`src/hdl/ghp_pkg.sv`:
```
// Shared types and constants for the generational handle pool.
`timescale 1ns / 1ps

package ghp_pkg;

   localparam int GEN_W     = 16;
   localparam int IDX_OUT_W = 8;
   localparam int CNT_OUT_W = 9;

   localparam logic [GEN_W-1:0] GEN_FIRST = 16'd1;

   typedef enum logic [1:0] {
      CMD_ALLOC = 2'd0,
      CMD_FREE  = 2'd1,
      CMD_CHECK = 2'd2
   } cmd_type;

   typedef struct packed {
      logic [1:0]           cmd;
      logic [IDX_OUT_W-1:0] slot_index;
      logic [GEN_W-1:0]     slot_generation;
   } req_payload_type;

   typedef struct packed {
      logic                 ok;
      logic [IDX_OUT_W-1:0] out_index;
      logic [GEN_W-1:0]     out_generation;
      logic [CNT_OUT_W-1:0] live_count;
   } rsp_payload_type;

   // controller to datapath
   typedef struct packed {
      logic accept;
      logic pop;
      logic finish;
   } ctl_type;

   // datapath to controller
   typedef struct packed {
      logic want_pop;
   } sts_type;

endpackage

```
`src/hdl/ghp_ctrl.sv`:
```
// Controller: sequences each transaction through accept, a stack pop when an allocate reuses a freed slot, and finish.
`timescale 1ns / 1ps

module ghp_ctrl import ghp_pkg::*; (
   input  logic    clock,
   input  logic    reset,
   input  logic    req_valid,
   output logic    req_ready,
   output logic    rsp_valid,
   input  logic    rsp_ready,
   input  sts_type sts,
   output ctl_type ctl
);

   typedef enum logic [2:0] {
      ST_IDLE   = 3'b001,
      ST_POP    = 3'b010,
      ST_FINISH = 3'b100
   } state_type;

   state_type state_ff, state_in;
   logic      out_valid_ff, out_valid_in;
   logic      out_free;

   assign out_free  = !out_valid_ff || rsp_ready;
   assign req_ready = (state_ff == ST_IDLE);
   assign rsp_valid = out_valid_ff;

   always_comb begin
      state_in = state_ff;
      ctl      = '0;
      unique case (state_ff)
         ST_IDLE: begin
            if (req_valid) begin
               ctl.accept = 1'b1;
               state_in   = sts.want_pop ? ST_POP : ST_FINISH;
            end
         end
         ST_POP: begin
            ctl.pop  = 1'b1;
            state_in = ST_FINISH;
         end
         ST_FINISH: begin
            // hold until the response register can take the result
            if (out_free) begin
               ctl.finish = 1'b1;
               state_in   = ST_IDLE;
            end
         end
         default: begin
            state_in = ST_IDLE;
         end
      endcase
   end

   always_comb begin
      if (ctl.finish) begin
         out_valid_in = 1'b1;
      end else if (rsp_ready) begin
         out_valid_in = 1'b0;
      end else begin
         out_valid_in = out_valid_ff;
      end
   end

   always_ff @(posedge clock) begin
      if (reset) begin
         state_ff     <= ST_IDLE;
         out_valid_ff <= 1'b0;
      end else begin
         state_ff     <= state_in;
         out_valid_ff <= out_valid_in;
      end
   end

`ifndef ASSERT_OFF
   a_finish_into_free_slot: assert property (@(posedge clock) disable iff (reset)
      ctl.finish |-> (!out_valid_ff || rsp_ready))
      else $error("result loaded while response register still occupied");

   a_finish_shows_result: assert property (@(posedge clock) disable iff (reset)
      ctl.finish |=> rsp_valid)
      else $error("finished transaction did not raise response valid");

   a_busy_after_accept: assert property (@(posedge clock) disable iff (reset)
      ctl.accept |=> !req_ready)
      else $error("new transaction taken before the previous one finished");

   a_pop_then_finish: assert property (@(posedge clock) disable iff (reset)
      ctl.pop |=> (state_ff == ST_FINISH))
      else $error("stack pop not followed by finish");
`endif

endmodule

```
`config.mk`:
```
export PLATFORM = sky130hd
export DESIGN_NAME = ghp_ctrl
export DESIGN_NICKNAME = d
export VERILOG_FILES = /design/src/hdl/ghp_pkg.sv /design/src/hdl/ghp_ctrl.sv
export SDC_FILE = /design/constraint.sdc
export NUM_CORES = 1
export LEC_CHECK = 0
export ABC_CLOCK_PERIOD_IN_PS = 1390
export CORE_AREA = 10 10 47 49
export CTS_CLUSTER_SIZE = 8
export DETAILED_ROUTE_END_ITERATION = 10
export DIE_AREA = 0 0 57 59
export DONT_BUFFER_PORTS = 1
export GPL_ROUTABILITY_DRIVEN = 1
export PLACE_DENSITY = 0.38
export SYNTH_ARGS = -nofsm -noshare
export SYNTH_HDL_FRONTEND = slang
export SYNTH_SLANG_ARGS = --single-unit
```
`constraint.sdc`:
```
create_clock -name clock -period 1.39 [get_ports clock]
set_input_delay 0.2085 -clock clock [delete_from_list [all_inputs] [get_ports clock]]
set_output_delay 0.2085 -clock clock [all_outputs]
set_load 0.005 [all_outputs]
```
==> results.yml <==
run_status:
  run_status: "completed"
placement:
  gp_congestion: 0.651
  portBuffers: 0
floorplan:
  start_util: 0.150
  core-area_um2: 1400
  rows: 14
  dieArea_um2: 3360
  die_h_um: 59
  dieWidth_um: 57
  io_pins: 10
timing:
  maxSlewHeadroom: 0.865
  hold_viol: 0
  rsz0062_at_grt: "no"
  worstMarginPinSlew_ns: 0.202
  tns_ns: 0
  slew_viol_final: 0
  setup_viol: 0
  clock_skew_ns: 0.00657
  max_freq_mhz: 756
  final.period_utilization: 0.952
  fin_crit_ns: 1.32
final_layout:
  fin_util: 0.184
  multi_input_area_um2: 110
  fillCellCount: 165
  n_antenna_cell: 0
  area_growth_pct: 22.6
  seqCellArea_um2: 82.6
  nets: 33
  layout-drive-gt1-share: 0.423
clock_tree:
  path_clk_slew_ns: 0.04
  cts_tree: "built"
  post_cts_buffers: 0
  cts.sinks: 4
  cts_made_buffers: 3
  h-tree-depth: 1
  cts_root_buf: "clkbuf_4"
  max-clock-path-buffers: 2
  cts_hold_buffers: 0
  worstSkewPairLatency_ns: 0.24
detailed_routing:
  drc: 0
  routed_wl_um: 529
  via_per_inst: 4.17
  drt-wirelength-per-cell_um: 12.6
  vias: 175
  first_pass_iters: 3
  ant_nets: 0
  drt-initial-drc-count: 5
pwr:
  leakage_nw: 0.113
  ir_drop_v: 0.000507
  powerDensity_nw_per_um2: 1180
worst_setup_path:
  end_kind: "output pin"
  startpoint_type: "flop"
  worstPathArrival_ns: 1.11
  crit_type: "flop to output pin"
  ff2ff_setup_slack_ns: 0.10
  path_buf_inv: 0
  crit_chain: "or3b_4 -> nor2b_2"
  slowest_delay_ns: 0.40
  critPathTopFamily: "simple AND/OR/NAND/NOR gates"
  crit_slowest_cell: "or3b_4"
  crit_required_ns: 1.18
  rr_endpoint: "state_ff[0]"
  worst_r2r_path_depth: 3
  worstSetupStartpoint: "state_ff[1]"
  worst-path-stages: 2
  r2r_start: "rsp_valid"
  crit_fanout: 4
synth:
  syn_avg_cell_area_um2: 9.14
  ys_seq_elements: 4
  syn_nets: 28
  netlist-cell-type-count: 16
  syn_area_um2: 210
  synth-seq-area-share: 0.381
  synthCells: 23
  ys_warn_count: 0
global_route:
  grt_max_degree: 7
  grt_pass1_wl_um: 786
  grt_pass1_vias: 191
  grt_usage: 0.0332
  grt_antenna_before_repair: 0
  grt.overflow.total: 0
job:
  drv_cap: 0
worst_hold_path:
  holdPathStages: 1
  hp-class: "primary input to flop"
  hp-start: "reset"
  holdPathEnd: "state_ff[2]"
==> cells in the mapped netlist, drive strengths merged <==
cell type | number | share of area
a21oi | 1 | 0.024
nor2 | 2 | 0.036
inv | 4 | 0.071
nand2b | 1 | 0.065
a221oi | 1 | 0.071
nor2b | 1 | 0.042
nand2 | 1 | 0.018
dfxtp | 4 | 0.38
or4b | 1 | 0.065
and2 | 1 | 0.030
nand3 | 1 | 0.024
buf | 1 | 0.036
a31o | 1 | 0.042
or3b | 1 | 0.042
a31oi | 1 | 0.030
nor3 | 1 | 0.024
==> area by class of cell <==
class,count,area share
clock buffer,3,0.0874
tap,16,0.0777
multi-input combinational,14,0.427
timing repair buffer,1,0.0291
sequential,4,0.320
inverter,4,0.0583
==> layout by cell type, fill, tap and decap left out, drive strengths merged <==
master,count
buf,1
or4b,1
or3b,1
nor3,1
clkbuf,3
inv,4
nand2b,1
a21oi,1
a31oi,1
a221oi,1
nand3,1
a31o,1
nor2,2
dfxtp,4
and2,1
nor2b,1
nand2,1
==> timing repair <==
item,CTS,global route
endpoints found under the hold margin,0,0
setup endpoints to repair,1,0
gates resized for setup,3,0
==> stage by stage <==
stage               setup WS (ns)  hold WS (ns)  std cells  instance area [µm²]  total power (W)
global placement            0.141         0.279         39                  230         0.000160
detailed placement          0.118         0.278         39                  230         0.000162
finish                     0.0673        0.0329         42                  258         0.000304
CTS                        0.0525        0.0259         42                  258         0.000312
floorplan                   0.153         0.275         23                  210         0.000154
global route               0.0192        0.0260         42                  258         0.000320
==> cells by family (layout without fill, tap and decap cells) <==
logic type / count (synthesis) / after routing / share of synthesized area
AO/OA/AOI/OAI: 4 / 4 / 0.167
AND/OR/NAND/NOR: 10 / 10 / 0.345
flip-flops: 4 / 4 / 0.381
buffers and inverters: 5 / 8 / 0.107
==> worst max-delay path by stage <==
stage | to | slack, ns
floorplan | state_ff[0] | 0.15
global placement | state_ff[0] | 0.14
detailed placement | state_ff[0] | 0.12
CTS | ctl[0] | 0.05
global route | ctl[0] | 0.02
finish | ctl[0] | 0.07
==> state kept, by name, summed over array words and instances, names as in the netlist <==
signal	flops
state_ff	3
rsp_valid	1
==> worst reg2reg max path, stage by stage (launching register included) <==
cell and delay [ns]:
dfxtp_1 0.37, nand2b_4 0.07, or4b_4 0.49, a31o_1 0.24
==> per-layer routing <==
layer / GRT usage / vias to the layer above / part of all wire
li1: - / 84 / -
met1: 0.0295 / 74 / 0.41
met2: 0.0372 / 15 / 0.34
met3: 0.0343 / 2 / 0.21
met4: 0.0403 / 0 / 0.040
met5: 0 / - / 0
==> power breakdown <==
group          internal (W)   total, W  switching (W)  leakage, nW
clock             0.0000964   0.000143      0.0000461       0.0138
sequential         0.000123   0.000130     0.00000698       0.0328
combinational     0.0000144  0.0000316      0.0000172       0.0666
(Power assumes the default switching activity.)
